--- src/rtl/temp_filter_hysteresis_alarm_assert.svh ---
// assertion macros used by the rtl
`ifndef TEMP_FILTER_HYSTERESIS_ALARM_ASSERT_SVH
`define TEMP_FILTER_HYSTERESIS_ALARM_ASSERT_SVH

// same-cycle implication, disabled while reset is held
`define TFHA_ASSERT_IMPLY(label, clk, rst_n, a, b) \
  label: assert property (@(posedge clk) disable iff (!rst_n) (a) |-> (b)) \
    else $error("tfha assertion failed");

// next-cycle implication, disabled while reset is held
`define TFHA_ASSERT_NEXT(label, clk, rst_n, a, b) \
  label: assert property (@(posedge clk) disable iff (!rst_n) (a) |=> (b)) \
    else $error("tfha assertion failed");

`endif

--- src/rtl/tfha_pkg.sv ---
package tfha_pkg;

  typedef enum logic [2:0] {
    ALARM_UNKNOWN   = 3'd0,
    ALARM_NORMAL    = 3'd1,
    ALARM_WARNING   = 3'd2,
    ALARM_CRIT_LOW  = 3'd3,
    ALARM_CRIT_HIGH = 3'd4
  } alarm_t;

  typedef enum logic [2:0] {
    CFG_SENSOR_REVISION   = 3'd0,
    CFG_WARNING_THRESHOLD = 3'd1,
    CFG_CRIT_HIGH_THRESH  = 3'd2,
    CFG_CRIT_LOW_THRESH   = 3'd3,
    CFG_HYSTERESIS_MARGIN = 3'd4
  } cfg_index_t;

  localparam logic [1:0] REV_A_DEGREES      = 2'd0;
  localparam logic [1:0] REV_B_DECI_DEGREES = 2'd1;

  localparam logic [1:0]         RESET_SENSOR_REVISION = 2'd0;
  localparam logic signed [15:0] RESET_WARNING_THRESH  = 16'sd850;
  localparam logic signed [15:0] RESET_CRIT_HIGH_THRESH = 16'sd1050;
  localparam logic signed [15:0] RESET_CRIT_LOW_THRESH = 16'sd50;
  localparam logic [9:0]         RESET_HYST_MARGIN     = 10'd10;
  localparam logic signed [15:0] RESET_FILTER_VALUE    = 16'sd200;
  localparam int                 FILTER_SHIFT          = 3;

  typedef struct packed {
    logic               op;
    logic signed [15:0] raw_sample;
  } in_item_t;

  typedef struct packed {
    logic signed [15:0] filtered_temp;
    alarm_t             alarm_state;
    logic               normal_led;
    logic               warning_led;
    logic               led_red;
    logic               state_changed;
  } out_item_t;

endpackage

--- src/rtl/temp_filter_hysteresis_alarm.sv ---
// Temperature alarm with an eighth-step IIR input filter and hysteresis. Each
// transaction on the in_ channel is either a sample (op 0) or an evaluate request
// (op 1), and gives exactly one result on the out_ channel. One item is taken per
// cycle while in_stall is low: conversion, filter step and alarm decision are done
// in the accepting cycle, and the result is registered in the output or skid register.
// A two-entry output buffer (output register plus skid register) keeps in_stall
// low while one result waits; in_stall rises only when both entries are full.
// Configuration writes are always ready and should be issued only while idle.
`include "temp_filter_hysteresis_alarm_assert.svh"

module temp_filter_hysteresis_alarm (
  input  logic                clk,
  input  logic                rst_n,
  input  logic                in_valid,
  output logic                in_stall,
  input  tfha_pkg::in_item_t  in_item,
  output logic                out_valid,
  input  logic                out_stall,
  output tfha_pkg::out_item_t out_item,
  input  logic                cfg_valid,
  output logic                cfg_ready,
  input  logic [2:0]          cfg_index,
  input  logic [15:0]         cfg_data
);

  // configuration
  logic [1:0]         sensor_revision_r;
  logic signed [15:0] warning_thresh_r;
  logic signed [15:0] crit_high_thresh_r;
  logic signed [15:0] crit_low_thresh_r;
  logic [9:0]         hyst_margin_r;

  // block state
  logic signed [15:0] filter_value_r, filter_value_nxt;
  logic               have_sample_r, have_sample_nxt;
  tfha_pkg::alarm_t   current_alarm_r, current_alarm_nxt;
  tfha_pkg::alarm_t   shown_alarm_r, shown_alarm_nxt;

  // output buffer
  logic                out_valid_r;
  tfha_pkg::out_item_t out_item_r;
  logic                skid_valid_r;
  tfha_pkg::out_item_t skid_item_r;

  logic                in_accept;
  tfha_pkg::out_item_t result;

  logic signed [19:0] scaled;
  logic signed [15:0] cur_deci;
  logic signed [16:0] diff;
  logic signed [16:0] step;
  logic signed [17:0] filt_sum;
  logic signed [17:0] f_wide;
  logic signed [17:0] m_wide;
  tfha_pkg::alarm_t   tgt_mid, tgt_lo, tgt_hi;
  logic               changed;

  function automatic logic signed [15:0] sat16(input logic signed [19:0] v);
    logic signed [15:0] r;
    if (v > 20'sd32767) begin
      r = 16'sh7fff;
    end else if (v < -20'sd32768) begin
      r = 16'sh8000;
    end else begin
      r = v[15:0];
    end
    return r;
  endfunction

  function automatic tfha_pkg::alarm_t target_of(
    input logic signed [17:0] t,
    input logic signed [15:0] warn,
    input logic signed [15:0] crit_hi,
    input logic signed [15:0] crit_lo
  );
    tfha_pkg::alarm_t a;
    if (t >= 18'(crit_hi)) begin
      a = tfha_pkg::ALARM_CRIT_HIGH;
    end else if (t >= 18'(warn)) begin
      a = tfha_pkg::ALARM_WARNING;
    end else if (t < 18'(crit_lo)) begin
      a = tfha_pkg::ALARM_CRIT_LOW;
    end else begin
      a = tfha_pkg::ALARM_NORMAL;
    end
    return a;
  endfunction

  assign cfg_ready = 1'b1;
  assign in_stall  = skid_valid_r;
  assign in_accept = in_valid && !skid_valid_r;
  assign out_valid = out_valid_r;
  assign out_item  = out_item_r;

  always_ff @(posedge clk) begin
    if (!rst_n) begin
      sensor_revision_r  <= tfha_pkg::RESET_SENSOR_REVISION;
      warning_thresh_r   <= tfha_pkg::RESET_WARNING_THRESH;
      crit_high_thresh_r <= tfha_pkg::RESET_CRIT_HIGH_THRESH;
      crit_low_thresh_r  <= tfha_pkg::RESET_CRIT_LOW_THRESH;
      hyst_margin_r      <= tfha_pkg::RESET_HYST_MARGIN;
    end else if (cfg_valid && cfg_ready) begin
      case (cfg_index)
        tfha_pkg::CFG_SENSOR_REVISION:   sensor_revision_r  <= cfg_data[1:0];
        tfha_pkg::CFG_WARNING_THRESHOLD: warning_thresh_r   <= cfg_data;
        tfha_pkg::CFG_CRIT_HIGH_THRESH:  crit_high_thresh_r <= cfg_data;
        tfha_pkg::CFG_CRIT_LOW_THRESH:   crit_low_thresh_r  <= cfg_data;
        tfha_pkg::CFG_HYSTERESIS_MARGIN: hyst_margin_r      <= cfg_data[9:0];
        default: ;
      endcase
    end
  end

  // sample conversion and filter step
  always_comb begin
    scaled = $signed({{4{in_item.raw_sample[15]}}, in_item.raw_sample}) * 20'sd10;
    case (sensor_revision_r)
      tfha_pkg::REV_A_DEGREES:      cur_deci = sat16(scaled);
      tfha_pkg::REV_B_DECI_DEGREES: cur_deci = in_item.raw_sample;
      default:                      cur_deci = 16'sd0;
    endcase
    diff     = 17'(cur_deci) - 17'(filter_value_r);
    // arithmetic shift rounds toward minus infinity
    step     = diff >>> tfha_pkg::FILTER_SHIFT;
    filt_sum = 18'(filter_value_r) + 18'(step);
  end

  // alarm decision, thresholds compared at 18 bits so f +/- margin never wraps
  always_comb begin
    f_wide  = 18'(filter_value_r);
    m_wide  = $signed({8'd0, hyst_margin_r});
    tgt_mid = target_of(f_wide, warning_thresh_r, crit_high_thresh_r, crit_low_thresh_r);
    tgt_lo  = target_of(f_wide - m_wide, warning_thresh_r, crit_high_thresh_r,
                        crit_low_thresh_r);
    tgt_hi  = target_of(f_wide + m_wide, warning_thresh_r, crit_high_thresh_r,
                        crit_low_thresh_r);
  end

  always_comb begin
    filter_value_nxt  = filter_value_r;
    have_sample_nxt   = have_sample_r;
    current_alarm_nxt = current_alarm_r;
    shown_alarm_nxt   = shown_alarm_r;
    changed           = 1'b0;
    if (in_accept) begin
      if (!in_item.op) begin
        have_sample_nxt = 1'b1;
        if (have_sample_r) begin
          filter_value_nxt = sat16(20'(filt_sum));
        end else begin
          filter_value_nxt = cur_deci;
        end
      end else begin
        case (current_alarm_r)
          tfha_pkg::ALARM_UNKNOWN,
          tfha_pkg::ALARM_NORMAL:   current_alarm_nxt = tgt_mid;
          tfha_pkg::ALARM_CRIT_LOW: current_alarm_nxt = tgt_lo;
          default: begin
            // leaving warning or critical high downward needs the margin
            if (3'(tgt_mid) >= 3'(current_alarm_r)) begin
              current_alarm_nxt = tgt_mid;
            end else begin
              current_alarm_nxt = tgt_hi;
            end
          end
        endcase
        changed         = (current_alarm_nxt != shown_alarm_r);
        shown_alarm_nxt = current_alarm_nxt;
      end
    end
    result.filtered_temp = filter_value_nxt;
    result.alarm_state   = current_alarm_nxt;
    result.normal_led    = (current_alarm_nxt == tfha_pkg::ALARM_NORMAL);
    result.warning_led   = (current_alarm_nxt == tfha_pkg::ALARM_WARNING);
    result.led_red       = (current_alarm_nxt == tfha_pkg::ALARM_CRIT_LOW) ||
                           (current_alarm_nxt == tfha_pkg::ALARM_CRIT_HIGH);
    result.state_changed = changed;
  end

  always_ff @(posedge clk) begin
    if (!rst_n) begin
      filter_value_r  <= tfha_pkg::RESET_FILTER_VALUE;
      have_sample_r   <= 1'b0;
      current_alarm_r <= tfha_pkg::ALARM_UNKNOWN;
      shown_alarm_r   <= tfha_pkg::ALARM_UNKNOWN;
    end else begin
      filter_value_r  <= filter_value_nxt;
      have_sample_r   <= have_sample_nxt;
      current_alarm_r <= current_alarm_nxt;
      shown_alarm_r   <= shown_alarm_nxt;
    end
  end

  // output register with skid entry behind it
  always_ff @(posedge clk) begin
    if (!rst_n) begin
      out_valid_r  <= 1'b0;
      skid_valid_r <= 1'b0;
    end else if (!out_valid_r || !out_stall) begin
      if (skid_valid_r) begin
        out_valid_r  <= 1'b1;
        skid_valid_r <= 1'b0;
      end else begin
        out_valid_r <= in_accept;
      end
    end else if (in_accept) begin
      skid_valid_r <= 1'b1;
    end
  end

  always_ff @(posedge clk) begin
    if (!out_valid_r || !out_stall) begin
      if (skid_valid_r) begin
        out_item_r <= skid_item_r;
      end else if (in_accept) begin
        out_item_r <= result;
      end
    end else if (in_accept) begin
      skid_item_r <= result;
    end
  end

  `TFHA_ASSERT_IMPLY(a_skid_behind_out, clk, rst_n, skid_valid_r,
                     out_valid_r && $past(out_stall))
  `TFHA_ASSERT_NEXT(a_skid_drains, clk, rst_n, skid_valid_r && !out_stall,
                    !skid_valid_r && out_valid_r)
  `TFHA_ASSERT_NEXT(a_eval_syncs_shown, clk, rst_n, in_accept && in_item.op,
                    shown_alarm_r == current_alarm_r)
  `TFHA_ASSERT_IMPLY(a_change_known, clk, rst_n, out_valid_r && out_item_r.state_changed,
                     out_item_r.alarm_state != tfha_pkg::ALARM_UNKNOWN)

endmodule

--- config.mk ---
export PLATFORM = sky130hd
export DESIGN_NAME = temp_filter_hysteresis_alarm
export DESIGN_NICKNAME = d
export VERILOG_FILES = /design/src/rtl/tfha_pkg.sv /design/src/rtl/temp_filter_hysteresis_alarm.sv
export VERILOG_INCLUDE_DIRS = /design/src /design/src/rtl
export SDC_FILE = /design/constraint.sdc
export NUM_CORES = 1
export LEC_CHECK = 0
export ABC_AREA = 1
export BUFFER_PORTS_ARGS = -buffer_cell sky130_fd_sc_hd__buf_2
export CORE_MARGIN = 2
export CORE_UTILIZATION = 31
export DETAILED_ROUTE_END_ITERATION = 10
export SLEW_MARGIN = 20
export SYNTH_ARGS = -nofsm -noshare
export SYNTH_HDL_FRONTEND = slang
export SYNTH_SLANG_ARGS = --single-unit
--- constraint.sdc ---
create_clock -name clk -period 14.5 [get_ports clk]
set_clock_uncertainty 0.15 [all_clocks]
set_input_delay 1.45 -clock clk [delete_from_list [all_inputs] [get_ports clk]]
set_output_delay 1.45 -clock clk [all_outputs]
set_load 0.01 [all_outputs]
# --- After elaboration in Yosys (flattened, before gate mapping) ---
# Index checks and enable logic that the tools add are counted.
word_totals:
  ramBits: 0
  latchBits: 0
  ff_bits: 131
  mem_count: 0
  output_inout_bits: 26
  romBits: 0
op_classes:
  muxes: 27
  n_bitwise: 3
  add_sub_neg: 4
  eq_ne: 12
  n_reduce_logical: 21
  shift: 0
  magnitude_cmp: 14
  div_mod_pow: 0
  n_mul: 1
op_table:
  columns: ["op", "n"]
  rows:
  - ["2-to-1 mux 16 bit", 7]
  - [">= comparator 17 x 16 -> 1 bit", 4]
  - ["2-to-1 mux 23 bit", 2]
  - ["< comparator 17 x 16 -> 1 bit", 2]
  - [">= comparator 16 bit", 2]
  - ["one-hot mux 16 bit (2 select lines)", 1]
  - ["2-to-1 mux 3 bit", 8]
  - ["greater-than comparator 20 x 16 -> 1 bit (second input constant)", 1]
  - ["< comparator 20 x 16 -> 1 bit (second input constant)", 1]
  - ["multiplier 16 x 4 -> 19 bit (second input constant)", 1]
  - ["AND reduction 2 bit", 9]
  - ["adder 16 x 11 -> 17 bit", 1]
  - ["adder 16 x 14 -> 17 bit", 1]
  - ["greater-than comparator 17 x 16 -> 1 bit (second input constant)", 1]
  - ["< comparator 17 x 16 -> 1 bit (second input constant)", 1]
  - ["subtractor 16 x 11 -> 17 bit", 1]
  - ["subtractor 16 x 16 -> 17 bit", 1]
  - ["< comparator 16 bit", 1]
  - ["== test 3 x 2 -> 1 bit (second input constant)", 5]
  - ["2-to-1 mux 2 bit", 6]
  - ["== test 3 x 1 -> 1 bit (second input constant)", 3]
  - ["== test 3 bit (second input constant)", 2]
  - ["logical NOT 3 bit", 2]
  - ["one-hot mux 3 bit (2 select lines)", 1]
  - ["other kinds (11)", 18]

# --- Depth between registers and ports, before layout ---
# Gate-level depths: netlist of the first run.
depth:
  depth_word: 15
  depth_mapped: 45
  mapped_depth_nobuf: 43

# --- Worst setup path after synthesis of the first run ---
# No wires, ideal clock.
synth_path:
  path_kind: "in2reg"
  start: "input port in_item[1] (netlist bit)"
  end: "register out_item_r (netlist bit out_item[18]) (data pin)"
  path_stages: 41
  path_buffers: 2
  setup_slack_ps: 7635
  arrival_ps: 6462
  setup_time_ps: 252
  path_cell_list: "ha_1 > ha_1 > inv_1 > fa_1 > inv_1 > nand3_1 > nand3_1 > nand3_1 > nand3_1 > nand2_1 > nand2_1 > nand4_1 > nand3_1 > nand2_1 > buf_4 > o211ai_1 > ha_1 > a21oi_1 > (+5 left out) > xor2_1 > ha_1 > inv_1 > o21ai_1 > a21oi_1 > nor2_1 > a211oi_1 > nand2_2 > xor2_2 > nor2_2 > buf_6 > nor2_2 > nor2_1 > nor2_2 > o21ai_2 > nand2_2 > nand2_1 > nand2_1"
synth_between:
  elab_chain_cells: 15
synth_lines:
  columns: ["element", "line", "source"]
  rows:
  - ["start, declared", "temp_filter_hysteresis_alarm.sv:16", "input tfha_pkg::in_item_t in_item,"]
  - ["multiplier 16 x 4 -> 19 bit", "temp_filter_hysteresis_alarm.sv:116", "scaled = $signed({{4{in_item.raw_sample[15]}}, in_item.raw_sample}) * 20'sd10;"]
  - ["< comparator 20 x 16 -> 1 bit", "temp_filter_hysteresis_alarm.sv:62", "end else if (v < -20'sd32768) begin"]
  - ["2-to-1 mux 16 bit", "temp_filter_hysteresis_alarm.sv:62", null]
  - ["2-to-1 mux 16 bit", "temp_filter_hysteresis_alarm.sv:60", "if (v > 20'sd32767) begin"]
  - ["one-hot mux 16 bit (2 select lines) *", "temp_filter_hysteresis_alarm.sv:117", "case (sensor_revision_r)"]
  - ["subtractor 16 x 16 -> 17 bit", "temp_filter_hysteresis_alarm.sv:122", "diff = 17'(cur_deci) - 17'(filter_value_r);"]
  - ["adder 16 x 14 -> 17 bit", "temp_filter_hysteresis_alarm.sv:125", "filt_sum = 18'(filter_value_r) + 18'(step);"]
  - ["< comparator 17 x 16 -> 1 bit", "temp_filter_hysteresis_alarm.sv:62", null]
  - ["2-to-1 mux 16 bit", "temp_filter_hysteresis_alarm.sv:62", null]
  - ["2-to-1 mux 16 bit", "temp_filter_hysteresis_alarm.sv:60", null]
  - ["2-to-1 mux 16 bit *", "temp_filter_hysteresis_alarm.sv:148", "if (have_sample_r) begin"]
  - ["2-to-1 mux 16 bit *", "temp_filter_hysteresis_alarm.sv:146", "if (!in_item.op) begin"]
  - ["2-to-1 mux 16 bit *", "temp_filter_hysteresis_alarm.sv:145", "if (in_accept) begin"]
  - ["net filter_value_nxt[11]", "temp_filter_hysteresis_alarm.sv:34", "logic signed [15:0] filter_value_r, filter_value_nxt;"]
  - ["2-to-1 mux 23 bit *", "temp_filter_hysteresis_alarm.sv:215", "end else if (in_accept) begin"]
  - ["2-to-1 mux 23 bit *", "temp_filter_hysteresis_alarm.sv:213", "if (skid_valid_r) begin"]
  - ["end signal, assigned", "temp_filter_hysteresis_alarm.sv:214", "out_item_r <= skid_item_r;"]
  - ["end signal, assigned", "temp_filter_hysteresis_alarm.sv:216", "out_item_r <= result;"]
  - ["end, declared", "temp_filter_hysteresis_alarm.sv:41", "tfha_pkg::out_item_t out_item_r;"]
# Mark *: on every way through the listed nets, which the timed path passes. The rest lies on a longest branch. The select of a mux whose other input is x is not followed.
# A chain may end at the register's enable or synchronous reset.

# --- Worst setup path in the final report of the first run ---
layout_path:
  start: "input port in_item[1] (netlist bit)"
  end: "register out_item_r (netlist bit out_item[15]) (data pin)"
# The elaborated chain is that of the path after synthesis.

==> results of run 1 <==
[cells by family (layout without fill, tap and decap cells)]
family          after synthesis  count (layout)
compound gates              374             374
xor+xnor                     61              61
fa+ha+maj                   239             239
buf+inv                     259             339
flops                       131             131
other cells                   1               2
simple gates                688             688
[sequential cells by signal (all words and copies together) (netlist names), 3 cells and up]
name	cells
crit_high_thresh_r	16
crit_low_thresh_r	16
current_alarm_r	3
filter_value_r	16
hyst_margin_r	10
out_item	23
shown_alarm_r	3
skid_item_r	23
warning_thresh_r	16
[worst max-delay path: cells and delay by family]
kind,cells,cell delay [ns]
compound gates,9,1.83
xor+xnor,1,0.28
fa+ha+maj,5,1.55
buf+inv,3,0.29
simple gates,19,2.35
[placed cells by master, fill, tap and decap left out, types with 25 or more instances in the layout]
cell,count
buf_2,65
a21oi_1,179
ha_1,235
nor2_1,127
xor2_1,45
inv_1,226
nand2_1,404
edfxtp_1,46
o21ai_0,108
nand3_1,65
dfxtp_1,85
nor3_1,25
[final cells by class]
type	count	area, µm²	share of cell area [%]
flip-flops and latches	131	3080	21.7
clock buffers	17	425	3.00
diodes	1	2.50	0.0176
repair buffers	78	423	2.98
inverters	229	860	6.06
multi-input cells	1363	8560	60.4
well taps	525	657	4.63
clock inverters	15	165	1.16
[through the flow]
stage | hold WS, ns | worst slack, ns | instance area (µm²) | power, µW
3_5_place_dp | 0.315 | 6.40 | 13600 | 1470
5_1_grt | 0.350 | 6.07 | 14200 | 2080
6_report | 0.326 | 6.76 | 14200 | 1920
2_1_floorplan | 0.289 | 7.64 | 12600 | 1220
4_1_cts | 0.325 | 6.81 | 14200 | 1920
3_3_place_gp | 0.304 | 6.49 | 13600 | 1460
[routing by layer]
layer  track usage (%)  up-vias  wire length [µm]
li1                  -     6020                 -
met1              25.9     5351             19000
met2              30.6      267             17400
met3              2.60       45              1780
met4              4.54        0               672
met5                 0        -                 0
[worst max-delay path by stage]
stage	from	to	slack, ns	depth (start not counted)
floorplan	in_item[1]	out_item[18]$_DFFE_PP_	7.64	41
global placement	in_item[1]	out_item[11]$_DFFE_PP_	6.49	38
detailed placement	in_item[1]	out_item[11]$_DFFE_PP_	6.40	40
CTS	in_item[1]	out_item[15]$_DFFE_PP_	6.81	40
global route	in_item[1]	out_item[15]$_DFFE_PP_	6.07	40
finish	in_item[1]	out_item[15]$_DFFE_PP_	6.76	37
[power groups by stage]
stage	logic [µW]	clock network, µW	registers (µW)
floorplan	776	0	441
finish	1050	436	437
global placement	1020	0	446
global route	1180	461	440
detailed placement	1030	0	446
CTS	1030	444	438
==> metrics, run 1 <==
status=finished, final reports clean; crit path time final=7.74 ns; Slew Viols, Final=0; Post-Syn Instances=1753; dpl hpwl=31500 µm; main combinational cell family by area after synthesis=adder cells; clock transition at the registers of the reported paths=0.07 ns; flops & latches, synth=131; startpoint types=primary input; height of the chip=206 µm; Overflow after GRT=0; share of cells above drive strength 1=9.11%; die area=42400 µm²; initial antenna violation count=1; Worst slew margin=40.9%; mux share of post-synthesis cell area=0%; antenna-violating nets left=0; R2R depth=35; Hold Path End=shown_alarm_r[0]$_SDFFE_PN0P_; most frequent CP cell=nand2_1; Psw=899 µW; pin count of the biggest net entering global routing=61; P_int=1020 µW; CTS tree=yes; Switching Share=46.9%; P_leak=0.00697 µW; gp weighted congestion=0.932; slowest CP cell=nor2_2; Post-synth top cells=nand2_1 (404), ha_1 (235), inv_1 (226); vias per inst=4.95; Max-Cap Viols=0; worst hold stages=2; post-synthesis sequential area ratio=24.4%; Avg Inst Size Synth=7.22 µm²; Worst VDD drop=85.2 µV; Critical Path Max Stage Delay=0.60 ns; # fillers=4244; dpl cells=2326; RSZ-0062 raised after global routing=no; clock latency on the worst-skew pair=0.44 ns; Initial Util=31.6%; Syn-to-layout area delta=12.1%; final period utilization=53.4%; Worst Hold Class=flip-flop to flip-flop; Post-synth EDFFs=46; post-layout util=35.4%; Hold-fix buffers, CTS=0; Synth Area in Adders=23.9%; vias in the first global route=11291; CP Max Fanout=14; final setup vio count=0; via count=11683; Worst setup EP type=flip-flop; type of the worst setup path=primary input to flip-flop; Hold Path Origin=shown_alarm_r[0]$_SDFFE_PN0P_; Total GRT Usage=18.7%; count leader, synth=nand2_1; Max clock buf depth=2; Pre-antenna DRT Iters=7; Sequential Power Share=22.8%; first-pass GRT wire length=61300 µm; Worst Path Required=14.53 ns; # clock sinks=131; top cell type's share of synthesized area=23.2%; reg2reg start=filter_value_r[2]$_SDFF_PN0_; worst slew pin tran=0.886 ns; setup TNS=0 ns; area of the mapped netlist=12600 µm²; TritonCTS Buffers=17; max frequency=0.129 GHz; Finished Layout Cells=2359; Synth Area in Compound Gates=16.6%; drt drc=0; Synth Warn #=0; power share of the clock group=22.7%; Comb pwr share=54.5%; # H-tree levels=4; Final Hold Fails=0; DRT iter0 DRCs=774; Die Wd=206 µm; post_cts resized=0; worst flop-to-flop path endpoint=out_item[1]$_DFFE_PP_; CP Data Arrival Time=7.77 ns; worst reg2reg setup slack=8.50 ns; simple-gate share of the synthesized area=22.9%; DR WL/cell=16.5 µm; Top FF cell, synth=dfxtp_1; PD cells=135 nW/µm²; net total in the final layout=2100; syn nets=2033; synth top area cells=ha_1 (23%), dfxtp_1 (13%), nand2_1 (12%), edfxtp_1 (11%), a21oi_1 (7.1%); Root Driver=clkbuf_16; PortBufs=65; IO Pins=67; asr flop ratio synth=0%; final wirelength=38800 µm; distinct cell type count after synthesis=55; Synth Area in XOR/XNOR=4.28%; Post-CTS Setup Inserts=0; cell taking the most area after synthesis=ha_1; floorplan row count=73; Core Footprint=40000 µm²
Power figures use the tool's default switching activity.
==> run 2: changes to the inputs <==
Settings changed: ABC_AREA 1 to 0.
Clock period 14.5 ns to 7.05 ns, I/O delays scaled along.
==> metrics, run 2 <==
post-synthesis sequential area ratio=24.7% (+0.37 points); Core Footprint=39700 µm² (-0.68%); Overflow after GRT=0 (unchanged); share of cells above drive strength 1=26.7% (+18 points); # H-tree levels=4 (unchanged); count leader, synth=ha_1; distinct cell type count after synthesis=74 (+35%); synth top area cells=ha_1 (24%), dfxtp_1 (14%), edfxtp_1 (11%), a21oi_1 (5.5%), nand2_1 (5.3%); final setup vio count=0 (unchanged); cell taking the most area after synthesis=ha_1; Top FF cell, synth=dfxtp_1; Max clock buf depth=2 (unchanged); power share of the clock group=19.5% (-3.2 points); height of the chip=204 µm (-0.74%); Worst VDD drop=137 µV (+61%); # fillers=3931 (-7.4%); area of the mapped netlist=12500 µm² (-1.5%); R2R depth=25 (-29%); top cell type's share of synthesized area=23.6% (+0.35 points); final period utilization=98.9%; RSZ-0062 raised after global routing=yes; vias per inst=5.30 (+7.1%); crit path time final=6.97 ns; slowest CP cell=a2111oi_4; via count=12075 (+3.4%); Post-synth top cells=ha_1 (235), nand2_1 (176), a21oi_1 (136); ant diodes=0 (-1); IO Pins=67 (unchanged); clock latency on the worst-skew pair=0.44 ns (about the same); final wirelength=42800 µm (+10%); Final Hold Fails=0 (unchanged); most common cell after layout, fill and taps aside=buf_4; Post-Syn Instances=1483 (-15%); Hold-fix buffers, CTS=0 (unchanged); Place WS=-0.718 ns (-7.12 ns); CTS tree=yes; antenna-violating nets left=0 (unchanged); Worst slew margin=14.2% (-27 points); commonest cells after routing, fill and taps aside=buf_4 (207), ha_1 (202), nand2_1 (171); Slew Viols, Final=0 (unchanged); reg2reg start=filter_value_r[0]$_SDFF_PN0_; Post-synth EDFFs=46 (unchanged); drt drc=0 (unchanged); # clock sinks=131 (unchanged); Max-Cap Viols=0 (unchanged); P_int=2950 µW (+190%); floorplan row count=73 (unchanged); startpoint types=primary input; clock transition at the registers of the reported paths=0.06 ns (about the same); Avg Inst Size Synth=8.40 µm² (+16%); Worst setup EP type=flip-flop; worst reg2reg setup slack=0.66 ns (-7.84 ns); net total in the final layout=2019 (-3.9%); PD cells=300 nW/µm² (+120%); pin count of the biggest net entering global routing=53 (-13%); vias in the first global route=11767 (+4.2%); Critical Path Max Stage Delay=0.47 ns (-0.13 ns); CP Data Arrival Time=7.02 ns (-0.75 ns); Pre-antenna DRT Iters=7 (unchanged); DR WL/cell=18.8 µm (+14%); initial antenna violation count=0 (-1); Hold Path Origin=crit_low_thresh_r[2]$_SDFFE_PN0P_; type of the worst setup path=primary input to flip-flop; status=finished, final reports clean; worst hold stages=2 (unchanged); Syn-to-layout area delta=32.0%; max frequency=0.143 GHz; Initial Util=31.4% (-0.26 points); DRT iter0 DRCs=775 (+0.13%); CP Max Fanout=8 (-6); flops & latches, synth=131 (unchanged); Total GRT Usage=20.5% (+1.8 points); die area=41800 µm² (-1.5%); Switching Share=40.2% (-6.7 points); TritonCTS Buffers=17 (unchanged); Comb pwr share=62.3% (+7.8 points); first-pass GRT wire length=65300 µm (+6.5%); Sequential Power Share=18.2% (-4.6 points); Worst Hold Class=flip-flop to flip-flop; Root Driver=clkbuf_16; PortBufs=65 (unchanged); dpl hpwl=34400 µm (+9.1%); Die Wd=204 µm (-0.74%); asr flop ratio synth=0% (unchanged); worst flop-to-flop path endpoint=out_item[2]$_DFFE_PP_; setup TNS=0 ns (unchanged); P_leak=0.00729 µW (+4.5%); worst slew pin tran=1.25 ns (+0.369 ns); PnR worst setup slack=0.0770 ns (-6.68 ns); Synth Warn #=0 (unchanged); Worst Path Required=7.10 ns (-7.43 ns); syn nets=1763 (-13%); Psw=1980 µW (+120%); Hold Path End=crit_low_thresh_r[2]$_SDFFE_PN0P_; gp weighted congestion=0.921 (-1.2%)
-- run 2: critical path, delay by kind of cell --
kind / cells / cell delay [ns]
AOI/OAI and AO/OA: 14 / 3.44
adders and majority gates: 4 / 1.07
buffers and inverters: 4 / 0.70
and+or+nand+nor: 6 / 0.57
xor gates and xnor gates: 2 / 0.27
muxes: 1 / 0.26
-- run 2: area by class of cell --
type / instances / area, µm² / area share [%]
clock buffers: 19 / 443 / 2.69
clock inverters: 13 / 198 / 1.20
inverters: 126 / 473 / 2.88
multi-input cells: 1187 / 9630 / 58.5
flip-flops and latches: 131 / 3080 / 18.7
well taps: 525 / 657 / 3.99
repair buffers: 276 / 1970 / 12.0
-- run 2: routing by layer --
layer,global-route usage [%],wire length [µm],up-vias
li1,-,-,5908
met1,27.8,19900,5763
met2,32.8,19200,339
met3,3.43,2510,65
met4,7.04,1220,0
met5,0,0,-
-- run 2: power groups by stage --
stage | Sequential (µW) | Combinational, µW | Clock [µW]
global route | 903 | 3360 | 1010
finish | 899 | 3070 | 962
global placement | 914 | 2610 | 0
detailed placement | 914 | 2660 | 0
CTS | 898 | 2830 | 975
floorplan | 902 | 1660 | 0
-- run 2: what timing repair did --
action                     in CTS  in global routing
setup endpoints to repair      33                 48
pin swaps                      32                 84
setup buffers                  19                 12
resized for setup              38                104
-- run 2: cell families after synthesis --
group                      share of synthesized area [%]
other                                             0.0301
xor gates and xnor gates                            4.22
and+or+nand+nor                                     16.0
DFF                                                 24.7
adders and majority gates                           24.5
AOI/OAI and AO/OA                                   23.5
buffers and inverters                               5.05
muxes                                               1.95
-- run 2: through the flow --
stage               area, µm²  std cells  power (µW)  util, %  hold WS [ns]
detailed placement      14900       2215        3570     37.4         0.297
global route            16400       2277        5270     41.4         0.326
finish                  16400       2277        4930     41.4         0.303
CTS                     15900       2266        4710     39.9         0.305
global placement        14900       2215        3530     37.4         0.293
floorplan               12700       1483        2560        -         0.286
-- run 2: how the worst max path moves through the flow --
stage | depth (start not counted) | to | startpoint | slack (ns)
finish | 31 | out_item[18]$_DFFE_PP_ | in_item[7] | 0.08
global placement | 33 | out_item[14]$_DFFE_PP_ | in_item[8] | -0.53
global route | 33 | out_item[16]$_DFFE_PP_ | in_item[2] | -0.15
CTS | 33 | out_item[12]$_DFFE_PP_ | in_item[3] | 0.002
detailed placement | 34 | out_item[14]$_DFFE_PP_ | in_item[3] | -0.72
floorplan | 30 | out_item[18]$_DFFE_PP_ | in_item[2] | 0.005
